**src/motor_feedback_angle_unwrap_assert.svh**
```systemverilog
// ---------------------------------------------------------------------------
// motor_feedback_angle_unwrap_assert.svh
// assertion macros shared by the angle unwrap rtl
// ---------------------------------------------------------------------------
`ifndef MOTOR_FEEDBACK_ANGLE_UNWRAP_ASSERT_SVH
`define MOTOR_FEEDBACK_ANGLE_UNWRAP_ASSERT_SVH

// same-cycle implication, disabled during reset
`define MFAU_ASSERT_SAME(label, clk, rst_n, ante, cons) \
  label: assert property (@(posedge clk) disable iff (!(rst_n)) (ante) |-> (cons)) \
    else $error("assertion failed");

// next-cycle implication, disabled during reset
`define MFAU_ASSERT_NEXT(label, clk, rst_n, ante, cons) \
  label: assert property (@(posedge clk) disable iff (!(rst_n)) (ante) |=> (cons)) \
    else $error("assertion failed");

`endif

```
**src/mfau_pkg.sv**
```systemverilog
// ---------------------------------------------------------------------------
// mfau_pkg
// types and constants of the motor feedback angle unwrap
// ---------------------------------------------------------------------------
package mfau_pkg;

  localparam int unsigned IdW        = 11;
  localparam int unsigned EncW       = 16;
  localparam int unsigned TurnW      = 19;
  localparam int unsigned AngleW     = 32;
  localparam int unsigned ScaledW    = 64;
  localparam int unsigned TempW      = 8;
  localparam int unsigned MSlotW     = 3;
  // wide enough for any slot sum and any memory index in the parameter range
  localparam int unsigned SlotSumW   = 5;
  localparam int unsigned TurnShift  = 13;
  localparam int unsigned TotW       = 33;

  localparam logic [IdW-1:0]          BaseIdReset = 11'd513;
  localparam logic signed [EncW:0]    HalfTurnPos = 17'sd4096;
  localparam logic signed [EncW:0]    HalfTurnNeg = -17'sd4096;
  localparam logic signed [TurnW-1:0] TurnMax     = 19'sd262143;
  localparam logic signed [TurnW-1:0] TurnMin     = -19'sd262144;

  // result of the identifier decode
  typedef struct packed {
    logic                match;
    logic [SlotSumW-1:0] slot;
  } slot_dec_t;

  // one entry of the per-motor state memory
  typedef struct packed {
    logic [EncW-1:0]         start_offset;
    logic [EncW-1:0]         prev_enc;
    logic signed [TurnW-1:0] turns;
  } state_entry_t;

endpackage

```
**src/motor_feedback_angle_unwrap.sv**
```systemverilog
// ---------------------------------------------------------------------------
// motor_feedback_angle_unwrap
// multi-turn encoder unwrap for received motor feedback frames
// ---------------------------------------------------------------------------
// Input stream: one received frame per item, tuser is the bus, tdata the
// identifier and eight payload bytes. Frames outside the motor identifier
// range are consumed in the idle state and give no result.
// Output stream: one item per matching frame, tuser is the motor slot, tdata
// the unpacked fields, turn count, unwrapped angle and scaled angle.
// Config channel: writes the base identifier; write only while idle.
// A matching frame passes the lookup and scale steps before its result is loaded.
// A new frame waits until a matching frame is done: read the per-motor state
// memory on accept, update and write back in the lookup step, then scale.
// tready is low while a matching frame is being worked on.
// Reset: base identifier returns to 513 and all per-motor valid bits clear,
// so every slot starts over at once, with no clearing pass.
// Stall: the result sits in the output register until taken; a following
// matching frame waits in the scale step until the output register is free,
// and tready stays low until it has moved on.
// ---------------------------------------------------------------------------
module motor_feedback_angle_unwrap
  import mfau_pkg::*;
#(
  parameter int unsigned MOTORS_PER_BUS = 4,
  parameter int unsigned BUS_COUNT      = 2
) (
  input  logic           clk_i,
  input  logic           rst_ni,
  // config write channel
  input  logic           cfg_valid_i,
  output logic           cfg_ready_o,
  input  logic [IdW-1:0] cfg_data_i,     // base_identifier
  // frame input
  input  logic           s_axis_tvalid,
  output logic           s_axis_tready,
  input  logic [79:0]    s_axis_tdata,   // frame_identifier, frame_payload, zero pad
  input  logic           s_axis_tuser,   // bus_number
  // result output
  output logic           m_axis_tvalid,
  input  logic           m_axis_tready,
  output logic [175:0]   m_axis_tdata,   // encoder_value, speed_value, current_value,
                                         // temperature_value, turn_count,
                                         // unwrapped_angle, scaled_angle, zero pad
  output logic [2:0]     m_axis_tuser    // motor_slot
);

  localparam int unsigned SlotCount = MOTORS_PER_BUS * BUS_COUNT;
  localparam int unsigned IdxW      = (SlotCount > 1) ? $clog2(SlotCount) : 1;

  typedef enum logic [1:0] {
    ST_IDLE,
    ST_LOOKUP,
    ST_SCALE
  } state_e;

  state_e                     state_q;
  logic [IdW-1:0]             base_q;
  slot_dec_t                  dec;
  logic                       in_fire;
  logic [IdxW-1:0]            rd_idx;

  // per-motor state
  state_entry_t               mem_q [SlotCount];
  state_entry_t               rd_q;
  logic [SlotCount-1:0]       taken_q;
  logic                       taken_rd_q;

  // stage registers of the item in flight
  logic [IdxW-1:0]            idx_q;
  logic [MSlotW-1:0]          mslot_q;
  logic [EncW-1:0]            enc_q;
  logic [EncW-1:0]            speed_q;
  logic [EncW-1:0]            cur_q;
  logic [TempW-1:0]           temp_q;
  logic signed [TurnW-1:0]    turns_q;
  logic signed [AngleW-1:0]   total_q;

  // update logic
  state_entry_t               cur_entry;
  state_entry_t               new_entry;
  logic signed [EncW:0]       delta;
  logic signed [EncW:0]       enc_rel;
  logic signed [TurnW-1:0]    turns_new;
  logic signed [TurnW-1:0]    turns_step;
  logic                       step_ok;
  logic signed [TotW-1:0]     total_wide;
  logic signed [AngleW-1:0]   total_sat;
  logic signed [ScaledW-1:0]  total_ext;
  logic signed [ScaledW-1:0]  scaled;
  logic                       out_free;
  logic                       out_load;

  // config register
  assign cfg_ready_o = 1'b1;

  always_ff @(posedge clk_i or negedge rst_ni) begin
    if (!rst_ni) begin
      base_q <= BaseIdReset;
    end else if (cfg_valid_i && cfg_ready_o) begin
      base_q <= cfg_data_i;
    end
  end

  // identifier decode
  mfau_id_match #(
    .MOTORS_PER_BUS(MOTORS_PER_BUS),
    .BUS_COUNT     (BUS_COUNT)
  ) u_id_match (
    .bus_i  (s_axis_tuser),
    .ident_i(s_axis_tdata[10:0]),
    .base_i (base_q),
    .dec_o  (dec)
  );

  assign s_axis_tready = (state_q == ST_IDLE);
  assign in_fire       = s_axis_tvalid && s_axis_tready;
  assign rd_idx        = dec.slot[IdxW-1:0];

  // state memory: read on accept, write back in the lookup step
  always_ff @(posedge clk_i) begin
    if (in_fire && dec.match) begin
      rd_q <= mem_q[rd_idx];
    end
    if (state_q == ST_LOOKUP) begin
      mem_q[idx_q] <= new_entry;
    end
  end

  // first-frame valid bits
  always_ff @(posedge clk_i or negedge rst_ni) begin
    if (!rst_ni) begin
      taken_q <= '0;
    end else if (state_q == ST_LOOKUP) begin
      taken_q[idx_q] <= 1'b1;
    end
  end

  // capture the frame fields on accept, turn count and total in the lookup step
  always_ff @(posedge clk_i) begin
    if (in_fire && dec.match) begin
      idx_q      <= rd_idx;
      mslot_q    <= dec.slot[MSlotW-1:0];
      taken_rd_q <= taken_q[rd_idx];
      enc_q      <= s_axis_tdata[74:59];
      speed_q    <= s_axis_tdata[58:43];
      cur_q      <= s_axis_tdata[42:27];
      temp_q     <= s_axis_tdata[26:19];
    end
    if (state_q == ST_LOOKUP) begin
      turns_q <= turns_new;
      total_q <= total_sat;
    end
  end

  // first frame of a slot starts from this encoder value and zero turns
  always_comb begin
    if (taken_rd_q) begin
      cur_entry = rd_q;
    end else begin
      cur_entry.start_offset = enc_q;
      cur_entry.prev_enc     = enc_q;
      cur_entry.turns        = '0;
    end
  end

  // turn count step with saturation
  assign delta = $signed({1'b0, enc_q}) - $signed({1'b0, cur_entry.prev_enc});

  always_comb begin
    turns_new = cur_entry.turns;
    if (delta > HalfTurnPos) begin
      if (cur_entry.turns != TurnMin) begin
        turns_new = cur_entry.turns - 19'sd1;
      end
    end else if (delta < HalfTurnNeg) begin
      if (cur_entry.turns != TurnMax) begin
        turns_new = cur_entry.turns + 19'sd1;
      end
    end
  end

  assign turns_step = turns_new - cur_entry.turns;
  assign step_ok    = (turns_step == 19'sd0) || (turns_step == 19'sd1) ||
                      (turns_step == -19'sd1);

  always_comb begin
    new_entry.start_offset = cur_entry.start_offset;
    new_entry.prev_enc     = enc_q;
    new_entry.turns        = turns_new;
  end

  // total angle, saturated to 32 bits
  assign enc_rel    = $signed({1'b0, enc_q}) - $signed({1'b0, cur_entry.start_offset});
  assign total_wide = $signed({turns_new, {TurnShift{1'b0}}}) + TotW'(enc_rel);

  always_comb begin
    if (total_wide[TotW-1] == total_wide[TotW-2]) begin
      total_sat = total_wide[AngleW-1:0];
    end else if (total_wide[TotW-1]) begin
      total_sat = {1'b1, {(AngleW-1){1'b0}}};
    end else begin
      total_sat = {1'b0, {(AngleW-1){1'b1}}};
    end
  end

  // times ten as eight plus two
  assign total_ext = ScaledW'(total_q);
  assign scaled    = (total_ext <<< 3) + (total_ext <<< 1);
  assign out_free  = !m_axis_tvalid || m_axis_tready;
  assign out_load  = (state_q == ST_SCALE) && out_free;

  // sequencer and output register
  always_ff @(posedge clk_i or negedge rst_ni) begin
    if (!rst_ni) begin
      state_q       <= ST_IDLE;
      m_axis_tvalid <= 1'b0;
      m_axis_tdata  <= '0;
      m_axis_tuser  <= '0;
    end else begin
      // load a finished item, clear the register once taken
      if (out_load) begin
        m_axis_tvalid <= 1'b1;
        m_axis_tuser  <= mslot_q;
        m_axis_tdata  <= {5'd0, scaled, total_q, turns_q, temp_q, cur_q, speed_q, enc_q};
      end else if (m_axis_tready) begin
        m_axis_tvalid <= 1'b0;
      end
      case (state_q)
        ST_IDLE: begin
          if (in_fire && dec.match) begin
            state_q <= ST_LOOKUP;
          end
        end
        ST_LOOKUP: begin
          state_q <= ST_SCALE;
        end
        ST_SCALE: begin
          if (out_load) begin
            state_q <= ST_IDLE;
          end
        end
        default: begin
          state_q <= ST_IDLE;
        end
      endcase
    end
  end

`include "motor_feedback_angle_unwrap_assert.svh"

  `MFAU_ASSERT_SAME(a_out_from_scale, clk_i, rst_ni, $rose(m_axis_tvalid), $past(out_load))
  `MFAU_ASSERT_NEXT(a_miss_stays_idle, clk_i, rst_ni, in_fire && !dec.match, state_q == ST_IDLE)
  `MFAU_ASSERT_NEXT(a_slot_marked, clk_i, rst_ni, state_q == ST_LOOKUP, taken_q[idx_q])
  `MFAU_ASSERT_SAME(a_turn_step_one, clk_i, rst_ni, state_q == ST_LOOKUP, step_ok)

endmodule

```
**src/mfau_id_match.sv**
```systemverilog
// ---------------------------------------------------------------------------
// mfau_id_match
// checks a frame's bus and identifier against the motor range, gives slot
// ---------------------------------------------------------------------------
module mfau_id_match
  import mfau_pkg::*;
#(
  parameter int unsigned MOTORS_PER_BUS = 4,
  parameter int unsigned BUS_COUNT      = 2
) (
  input  logic           bus_i,
  input  logic [IdW-1:0] ident_i,
  input  logic [IdW-1:0] base_i,
  output slot_dec_t      dec_o
);

  logic [IdW:0]        diff;
  logic                ident_ok;
  logic                bus_ok;
  logic [SlotSumW-1:0] motor;

  // identifier offset from the base, borrow marks below base
  assign diff     = {1'b0, ident_i} - {1'b0, base_i};
  assign ident_ok = !diff[IdW] && (diff[IdW-1:0] < IdW'(MOTORS_PER_BUS));
  assign bus_ok   = (BUS_COUNT > 1) || !bus_i;
  assign motor    = diff[SlotSumW-1:0];

  // slot is bus times motors per bus plus motor index
  always_comb begin
    dec_o.match = ident_ok && bus_ok;
    if (bus_i) begin
      dec_o.slot = SlotSumW'(MOTORS_PER_BUS) + motor;
    end else begin
      dec_o.slot = motor;
    end
  end

endmodule

```
**config.mk**
```make
export PLATFORM = sky130hd
export DESIGN_NAME = motor_feedback_angle_unwrap
export DESIGN_NICKNAME = d
export VERILOG_FILES = /design/src/mfau_pkg.sv /design/src/motor_feedback_angle_unwrap.sv /design/src/mfau_id_match.sv
export VERILOG_INCLUDE_DIRS = /design/src /design/src/src
export SDC_FILE = /design/constraint.sdc
export NUM_CORES = 1
export LEC_CHECK = 0
export BUFFER_PORTS_ARGS = -buffer_cell sky130_fd_sc_hd__buf_2
export CAP_MARGIN = 25
export CORE_UTILIZATION = 40
export DETAILED_ROUTE_END_ITERATION = 6
export GPL_TIMING_DRIVEN = 1
export PLACE_DENSITY_LB_ADDON = 0.3
export SLEW_MARGIN = 15
export SYNTH_ARGS = -nofsm -noshare
export SYNTH_HDL_FRONTEND = slang
export SYNTH_SLANG_ARGS = --single-unit
```
**constraint.sdc**
```tcl
create_clock -name clk_i -period 15 [get_ports clk_i]
set_clock_uncertainty 0.2 [all_clocks]
set_input_delay 3 -clock clk_i [delete_from_list [all_inputs] [get_ports clk_i]]
set_output_delay 3 -clock clk_i [all_outputs]
set_load 0.01 [all_outputs]
```
Word-level counts from Yosys, hierarchy flattened --
Memory sizes are Yosys's and may differ from the RTL's. A register that Yosys moved wholly into a read port is not among the register bits. Cells that the tools add are included.
Operators by class: order comparisons 6, divide/modulo/power cells 0, equal/unequal tests 7, reductions and logical operators 11, multiply operators 0, bitwise operators 1, shifts and indexed selects 0, $add $sub $neg 8, multiplexer cells 19
Operator list (count):
- 19-bit two-way mux | 4
- 32-bit two-way mux | 2
- 51-bit two-way mux | 1
- 19-bit != test (second input constant) | 2
- 35-bit by 33-bit adder with 36-bit output | 1
- 16-bit by 16-bit subtractor with 17-bit output | 2
- 32-bit by 17-bit adder with 33-bit output | 1
- 19-bit by 2-bit adder with 19-bit output (second input constant) | 1
- 19-bit by 2-bit subtractor with 19-bit output (second input constant) | 1
- 17-bit by 14-bit greater-than comparator with 1-bit output (second input constant) | 1
- 17-bit by 13-bit less-than comparator with 1-bit output (second input constant) | 1
- 11-bit by 11-bit subtractor with 12-bit output | 1
- 11-bit by 3-bit less-than comparator with 1-bit output (second input constant) | 1
- 3-bit by 4-bit less-than comparator with 1-bit output (second input constant) | 2
- 8-bit OR | 1
- 1-bit two-way mux | 6
- 2-bit case mux with 3 select lines | 1
- 1-bit logical AND | 5
- 2-bit two-way mux | 2
- 3-bit adder (first input constant) | 1
- 1-bit binary-select mux with 3-bit select | 1
- 1-bit demux with 3-bit select | 1
- 3-bit by 1-bit >= comparator with 1-bit output (second input constant) | 1
- 3-bit two-way mux | 1
- other kinds (10) | 11
Storage, ports and cells: output and inout port bits 182, bits in read-only memories 0, memories kept 1, bits of input ports 97, bits in latches 0, flip-flop bits (word level) 279, bits in writable memories 408, word-level logic and storage cells 67
Memories:
- mem_q | words 8, bits a word 51, read ports 1, clocked after memory_dff 1, write ports 1, line motor_feedback_angle_unwrap.sv:63 | state_entry_t mem_q [SlotCount];

Depth between registers and ports, before layout --
Gate-level depths: netlist of run 1.
depth in word-level cells 8, gate-level depth with buffers 36

Hierarchy --
A second synthesis of run 1 with hierarchy kept.
Unflattened totals: cells, all modules 2336, area total of the unflattened synthesis 32777.7 sq um
By module, submodules not included:
- motor_feedback_angle_unwrap | seq. area each 21222.9 sq um, times used 1, cells each 2251, area each 32139.6 sq um
- mfau_id_match | seq. area each 0.0 sq um, times used 1, cells each 85, area each 638.1 sq um

Worst setup path after synthesis of run 1 --
OpenSTA, ideal clock, no wires.
path kind in2reg, start in s_axis_tdata[0], end reg cur_q[0] (enable), stages on the path 11, data arrival time 12.013 ns, data required time 14.083 ns, setup slack 2.070 ns, cells stage by stage inv_1 > ha_1 > inv_1 > fa_1 > a21o_1 > a21oi_1 > inv_1 > a21oi_1 > o21ai_0 > mux2_2 > nor3_1
On the way: cells in the longest elaborated chain, start to end 4
Ends and longest elaborated chain:
- from (decl) | line motor_feedback_angle_unwrap.sv:36 | input logic [79:0] s_axis_tdata,
- 11-bit by 11-bit subtractor with 12-bit output (*) | line mfau_id_match.sv:23 | assign diff = {1'b0, ident_i} - {1'b0, base_i};
- 11-bit by 3-bit less-than comparator with 1-bit output or 1-bit logical NOT (tied branches) | line mfau_id_match.sv:24 | assign ident_ok = !diff[IdW] && (diff[IdW-1:0] < IdW'(MOTORS_PER_BUS));
- 1-bit logical AND (*) | line mfau_id_match.sv:24
- 1-bit logical AND (*) | line motor_feedback_angle_unwrap.sv:140 | if (in_fire && dec.match) begin
- to (signal assigned) | line motor_feedback_angle_unwrap.sv:146 | cur_q <= s_axis_tdata[42:27];
- to (decl) | line motor_feedback_angle_unwrap.sv:73 | logic [EncW-1:0] cur_q;
Mark *: on every way between the ends. The rest lies on a longest branch, timed or not. A chain may end at the register's enable or synchronous reset.

Final worst setup path of run 1 --
start reg taken_rd_q, end reg total_q[30] (data pin)
On the way: cells in the longest elaborated chain, start to end 8
Ends and longest elaborated chain:
- from (decl) | line motor_feedback_angle_unwrap.sv:66 | logic taken_rd_q;
- from (signal assigned) | line motor_feedback_angle_unwrap.sv:143 | taken_rd_q <= taken_q[rd_idx];
- 51-bit two-way mux (*) | line motor_feedback_angle_unwrap.sv:157 | if (taken_rd_q) begin
- 16-bit by 16-bit subtractor with 17-bit output, or another cell as far along | line motor_feedback_angle_unwrap.sv:167 | assign delta = $signed({1'b0, enc_q}) - $signed({1'b0, cur_entry.prev_enc});
- 17-bit by 13-bit less-than comparator with 1-bit output or 19-bit two-way mux (tied branches) | line motor_feedback_angle_unwrap.sv:175, motor_feedback_angle_unwrap.sv:176
- 19-bit two-way mux | line motor_feedback_angle_unwrap.sv:175 | end else if (delta < HalfTurnNeg) begin
- 19-bit two-way mux (*) | line motor_feedback_angle_unwrap.sv:171 | if (delta > HalfTurnPos) begin
- named net turns_new[0] | line motor_feedback_angle_unwrap.sv:83 | logic signed [TurnW-1:0] turns_new;
- 32-bit by 17-bit adder with 33-bit output (*) | line motor_feedback_angle_unwrap.sv:194 | assign total_wide = $signed({turns_new, {TurnShift{1'b0}}}) + TotW'(enc_rel);
- 32-bit two-way mux or 1-bit == test (tied branches) | line motor_feedback_angle_unwrap.sv:199, motor_feedback_angle_unwrap.sv:197
- 32-bit two-way mux (*) | line motor_feedback_angle_unwrap.sv:197 | if (total_wide[TotW-1] == total_wide[TotW-2]) begin
- named net total_sat[30] | line motor_feedback_angle_unwrap.sv:87 | logic signed [AngleW-1:0] total_sat;
- to (signal assigned) | line motor_feedback_angle_unwrap.sv:151 | total_q <= total_sat;
- to (decl) | line motor_feedback_angle_unwrap.sv:76 | logic signed [AngleW-1:0] total_q;
The timed path passes the listed nets; every way through them passes the cells marked *.

==> results by group, run 1 <==
Run status
  – Status: completed

Synth
  – Primary FF master, synth: edfxtp_1
  – Yosys reg bits: 734
  – Post-synth EDFFs: 570
  – Ys async rst share: 0.223
  – Register area share after synthesis: 0.653
  – Syn. warnings: 0
  – Cell Area, Synth: between 30000 and 40000 um2
  – Cells after synthesis: 2330
  – Yosys cell types: 83
  – Synth Area per Inst: 13.9 um2

Setup path
  – Critical path arrival: about 9000 ps
  – Cell family with most CP delay: compound AO/OA/AOI/OAI gates
  – WS Path Type: reg2reg
  – CP Data Required Time: about 15000 ps
  – Peak fanout along the critical path: 60
  – WP buf/inv: 2
  – Slowest stage delay, CP: ~730 ps
  – Crit-path slowest cell: xnor2_1
  – Worst Setup End Kind: register
  – Nature of the critical path startpoint: register

Clocking
  – Hold_buf cts: 0
  – H-tree Lvls: 3
  – Post-CTS Setup Bufs: 0
  – Clock sink count: 734
  – Root Buffer: clkbuf_16
  – Resized cells post-CTS: 0
  – CTS Buffer Depth: 3
  – Clock slew at reported path FFs: 60 ps
  – Clk_lat worst skew: 630 ps
  – CTS tree: yes
  – Number of buffers created by CTS: 76

Timing
  – Worst Tran Pin Value: 1090 ps
  – Hold_ws: 237 ps
  – RSZ-0062 raised after global routing: false
  – Final hold violations: 0
  – Final Max Slew Viols: 0
  – Max-slew headroom: 0.273
  – Fin crit share: 0.603
  – FMAX: ~110 MHz
  – Final min period: between 9000 and 10000 ps
  – Final setup viols: 0
  – Setup TNS: 0 ps

Place
  – Port Buffers: 258
  – RePlAce Congestion: between 0.8 and 0.9
  – Post-DP HPWL: 47000 um

Final layout
  – Total Nets Final: 2783
  – Commonest non-fill, non-tap cell in the layout: edfxtp_1
  – Most frequent cells in the layout: 570 x edfxtp_1, 434 x nand2_1, 259 x buf_2, 162 x dfrtp_1
  – Area Growth Syn to Fin: 15.3%
  – Filler cell count: slightly below 7000
  – Layout cells sized above 1: 0.234

Detailed routing
  – DR pass1 iterations: 5
  – Residual DRC count: 0
  – WL final: 74100 um
  – Vias: 19791
  – Post-route ant nets: 0
  – Avg Vias per Cell: 5.33
  – Routed WL per cell: 20.0 um
  – Starting DRT DRC Count: 1610

Die
  – Die Wd: 287 um
  – Die area: 82400 um2
  – Row Count: approximately 100
  – Io pins: 279
  – Height of the die: 287 um
  – Core box area: 80400 um2
  – Starting Density: 0.404

Pwr
  – Tot Pwr: 4.53 mW
  – Power per cell area: 121 nW/um2
  – Maximum VDD drop: around 0.07 mV
  – Static Leak: 14.8 nW

Min path
  – HP Class: reg2reg

GRT
  – Overall Global Routing Usage: 0.180
  – Pin count of the biggest net entering global routing: 91
  – Total congestion overflow: 0
  – Initial antenna violation count: 1
  – First-pass GRT wire length: 114000 um
  – Number of global-route vias before repair: 19731

Run
  – Max-cap viol count: 0
## tightest hold or removal path, delay by kind of cell, from the launching register on
kind             cells  cell delay [ps]
flip-flops           1              320
AND/OR/NAND/NOR      2               90
## flip-flops by register name (all words and copies together) (netlist names), 8 cells and up
| signal | flops |
|---|---|
| enc_q | 16 |
| temp_q | 8 |
| rd_q | 51 |
| total_q | 32 |
| cur_q | 16 |
| speed_q | 16 |
| base_q | 11 |
| m_axis_tdata | 139 |
| taken_q | 8 |
| mem_q | 408 |
| turns_q | 19 |
## cell families after synthesis
kind of cell | share of synthesized area
simple gates | 0.0955
xor+xnor | 0.0170
fa+ha+maj | 0.0405
mux | 0.0944
compound gates | 0.0716
other cells | 0.000231
buf+inv | 0.0278
flops | 0.653
## through the flow
stage / instances / worst slack (ps) / cell area (um2) / util
2_1_floorplan: 2335 / 2070 / 32500 / -
3_3_place_gp: 3559 / 5870 / 34800 / 0.433
3_5_place_dp: 3562 / 5550 / 34900 / 0.434
4_1_cts: 3702 / 5490 / 37400 / 0.465
5_1_grt: 3710 / 5260 / 37500 / 0.466
6_report: 3710 / 5960 / 37500 / 0.466
## per-layer routing
layer  track usage  wire (um)  vias up
met4        0.0572       1820        0
met2         0.302      36400      603
met3        0.0264       3980      116
li1              -          -     9149
met1         0.240      31900     9923
met5             0          0        -
## report_power, final
group	switching [mW]	internal, mW	total [mW]	leakage [nW]
Sequential	0.0226	2.23	2.25	7.23
Combinational	0.206	0.204	0.410	6.36
Clock	0.779	1.09	1.87	1.23
## cell type report
class	count	area, um2	share of cell area
tap	1060	1330	0.0354
clock buffer	103	2120	0.0567
sequential	734	21200	0.566
clock inverter	37	393	0.0105
antenna	1	2.50	0.0000668
inverter	75	287	0.00765
multi-input combinational	1402	10500	0.280
timing repair buffer	298	1640	0.0437
## final timing paths
kind,from,end,slack (ps),depth (start not counted)
setup / recovery,taken_rd_q,total_q[30],5960,27
min in group asynchronous,rst_ni,m_axis_tdata[123],2130,1
setup reg to reg,taken_rd_q,total_q[30],5960,27
hold reg to reg,cur_q[1],m_axis_tdata[33],240,2
max in group asynchronous,rst_ni,m_axis_tdata[58],10630,3
hold / removal,cur_q[1],m_axis_tdata[33],240,2
## synthesized netlist by cell type, types with 9 or more instances
master    count  area share
a21boi_0     11      0.0025
a21o_1       24      0.0055
a21oi_1      98       0.015
a31oi_1      10      0.0019
and3_1       11      0.0021
buf_1        10      0.0012
buf_4        41      0.0095
clkbuf_1     71      0.0082
dfrtp_1     162        0.12
edfxtp_1    570        0.53
ha_1         94       0.036
inv_1        75      0.0087
mux2_2       59       0.020
mux4_2      104       0.072
nand2_1     434       0.050
nand2b_1     20      0.0039
nand3_1      19      0.0029
nand4_1       9      0.0017
nor2_1       69      0.0080
nor2b_1      29      0.0056
nor3_1       29      0.0045
nor4_1       12      0.0023
o21ai_0     104       0.016
o21ai_1       9      0.0014
o31ai_1      16      0.0037
or2_2        12      0.0023
or3_1        21      0.0040
xnor2_1      35      0.0094
xor2_1       28      0.0075
(Power assumes the default switching activity.)
==> run 2, diff against run 1 <==
==> constraint.sdc (replaced) <==
create_clock -name clk_i -period 7.6 [get_ports clk_i]
set_clock_uncertainty 0.2 [all_clocks]
set_input_delay 1.52 -clock clk_i [delete_from_list [all_inputs] [get_ports clk_i]]
set_output_delay 1.52 -clock clk_i [all_outputs]
set_load 0.01 [all_outputs]
==> run 2 against run 1 <==
Effect of this change:
- utilization up 0.67 points
- critical endpoint is now total_q[23]
- via count up 0.90%
- die area unchanged
- flip-flop and latch count unchanged
- largest power group unchanged
- global-route usage up 0.46 points
==> results by group, run 2 (synthesized netlist as in run 1, its figures left out) <==
Pwr
  – Combinational Power Share: 0.093 (was 0.091)
  – Power per cell area: 235 nW/um2 (was 121 nW/um2)
  – Clk pwr share: 0.409 (was 0.413)
  – Switching share of power: 0.227 (was 0.222)
  – Int Pwr: 6.90 mW (was 3.52 mW)
  – P_sw: 2.02 mW (was 1.01 mW)
  – Static Leak: 15.1 nW (was 14.8 nW)
  – Maximum VDD drop: 0.132 mV (was 0.0698 mV)
  – Power share of the sequential group: 0.498 (was 0.497)

Clocking
  – Clk_lat worst skew: 640 ps (was 630 ps)
  – Clock sink count: 734 (unchanged)
  – H-tree Lvls: 3 (unchanged)
  – Number of buffers created by CTS: 77 (was 76)
  – CTS Buffer Depth: 3 (unchanged)
  – Clock slew at reported path FFs: 60 ps (about the same)
  – Root Buffer: clkbuf_16 (unchanged)
  – CTS tree: yes (unchanged)
  – Hold_buf cts: 0 (unchanged)

Final layout
  – Most flops, register: mem_q (unchanged)
  – Largest registers: mem_q (408), m_axis_tdata (139), rd_q (51) (unchanged)
  – Util after Layout: 0.473 (was 0.466)
  – Layout cells sized above 1: 0.256 (was 0.234)
  – Total Nets Final: 2823 (was 2783)
  – Max FFs per register: 408 (unchanged)
  – Ant. Diodes: 0 (was 1)
  – Commonest non-fill, non-tap cell in the layout: edfxtp_1 (unchanged)
  – Area Growth Syn to Fin: 17.0% (was 15.3%)
  – Most frequent cells in the layout: 570 x edfxtp_1, 434 x nand2_1, 257 x buf_2, 162 x dfrtp_1, 104 x mux4_2 (was 570 x edfxtp_1, 434 x nand2_1, 259 x buf_2, 162 x dfrtp_1)

Detailed routing
  – Starting DRT DRC Count: 1570 (was 1610)
  – DR pass1 iterations: 6 (was 5)
  – Routed WL per cell: 20.2 um (was 20.0 um)
  – Vias: 19970 (was 19791)
  – Post-route ant nets: 0 (unchanged)
  – Avg Vias per Cell: 5.32 (was 5.33)
  – Residual DRC count: 0 (unchanged)
  – WL final: 75800 um (was 74100 um)

Die
  – Die Wd: 287 um (unchanged)
  – Core box area: 80400 um2 (unchanged)
  – Row Count: 104 (unchanged)
  – Starting Density: 0.404 (unchanged)
  – Die area: 82400 um2 (unchanged)
  – Io pins: 279 (unchanged)
  – Height of the die: 287 um (unchanged)

Run status
  – Status: completed (unchanged)

Timing
  – Hold_ws: 223 ps (was 237 ps)
  – FMAX: 136 MHz (was 111 MHz)
  – Final min period: 7340 ps (was 9040 ps)
  – Fin crit share: 0.966 (was 0.603)
  – Final Max Slew Viols: 0 (unchanged)
  – Final hold violations: 0 (unchanged)
  – Max-slew headroom: 0.283 (was 0.273)
  – Fin worst setup slack: 258 ps (was 5960 ps)
  – Final setup viols: 0 (unchanged)
  – Worst Tran Pin Value: 1080 ps (was 1090 ps)

Setup path
  – CP Data Required Time: 7760 ps (was 15160 ps)
  – Nature of the critical path startpoint: register (unchanged)
  – WS Path Type: reg2reg (unchanged)
  – Worst reg2reg startpoint: taken_rd_q (unchanged)
  – Critical path arrival: 7510 ps (was 9200 ps)
  – Worst Setup End Kind: register (unchanged)
  – Peak fanout along the critical path: 22 (was 60)
  – Reg2Reg Depth: 27 (unchanged)
  – Crit path from: taken_rd_q (unchanged)

Place
  – Post-DP HPWL: 47700 um (was 47000 um)
  – DP Worst Slack: 57.9 ps (was 5550 ps)
  – Port Buffers: 258 (unchanged)
  – RePlAce Congestion: 0.907 (was 0.893)

GRT
  – Total congestion overflow: 0 (unchanged)
  – Number of global-route vias before repair: 20135 (was 19731)
  – Initial antenna violation count: 0 (was 1)
  – Pin count of the biggest net entering global routing: 112 (was 91)
  – First-pass GRT wire length: 117000 um (was 114000 um)
  – Overall Global Routing Usage: 0.184 (was 0.180)

Min path
  – Min-Delay Startpoint: turns_q[13] (was cur_q[1])
  – Hold path cells: 2 (unchanged)
  – HP Class: reg2reg (unchanged)

Run
  – Max-cap viol count: 0 (unchanged)
==> run 2: cell types whose count changed in the layout (fill, tap and decap cells not counted), moves of 7 or more <==
cell and change:
buf_12 +7, o21ai_0 -8, clkbuf_1 +7, o21ai_1 +7
clkinv_1 -7, buf_4 +36
==> run 2: cell type report <==
| cell class | count | area [um2] |
|---|---|---|
| Fill cell | 6941 | 42400 |
| Multi-Input combinational cell | 1402 | 10700 |
| Inverter | 75 | 287 |
| Sequential cell | 734 | 21200 |
| Tap cell | 1060 | 1330 |
| Clock inverter | 29 | 264 |
| Clock buffer | 114 | 2230 |
| Timing Repair Buffer | 337 | 2020 |
==> run 2: path summary, 6_finish.rpt <==
check                                    end  slack [ps]
setup / recovery                 total_q[23]         260
hold / removal              m_axis_tdata[69]         220
setup reg to reg                 total_q[23]         260
hold reg to reg             m_axis_tdata[69]         220
max in group asynchronous          base_q[0]        5360
min in group asynchronous  m_axis_tdata[116]         540
==> run 2: through the flow <==
stage	cell area [um2]	TNS [ps]	cells	power, mW
finish	38000	0	3751	8.92
CTS	37800	0	3745	9.02
detailed placement	35300	0	3602	5.37
global route	38000	-12.1	3751	9.24
floorplan	32600	-38320	2335	5.10
global placement	35300	0	3599	5.34
==> run 2: repair_timing <==
item,CTS,global route
setup buffers,0,5
resized for setup,0,33
setup endpoints to repair,0,32
==> run 2: layer usage <==
| metal | GRT usage | up-vias | wire length [um] | share of wire |
|---|---|---|---|---|
| li1 | - | 9243 | - | - |
| met1 | 0.251 | 9998 | 33100 | 0.44 |
| met2 | 0.306 | 630 | 36900 | 0.49 |
| met3 | 0.0277 | 99 | 4180 | 0.055 |
| met4 | 0.0548 | 0 | 1640 | 0.022 |
| met5 | 0 | - | 0 | 0 |
==> run 2: worst max-delay path: stages, from the launching register on <==
cell,delay [ps]
edfxtp_1,460
buf_4,220
buf_6,180
nor2b_2,150
a21oi_1,60
ha_1,370
a21o_1,230
or3_4,360
o21ba_1,240
or3_1,370
o311ai_4,420
a31oi_4,170
nor2_4,130
nor2_4,70
nor2_2,170
xnor2_2,140
ha_2,220
fa_1,200
a21o_1,120
a21oi_1,80
o21bai_1,160
a21oi_1,120
o32a_1,380
o311a_1,360
or4_4,500
and4_4,210
or3_4,410
maj3_1,360
==> run 2: power groups by stage <==
| stage | combinational (mW) | clock [mW] | sequential [mW] |
|---|---|---|---|
| floorplan | 0.543 | 0 | 4.55 |
| detailed placement | 0.841 | 0 | 4.53 |
| finish | 0.827 | 3.65 | 4.44 |
| global route | 0.905 | 3.88 | 4.45 |
| CTS | 0.846 | 3.73 | 4.44 |
| global placement | 0.824 | 0 | 4.52 |
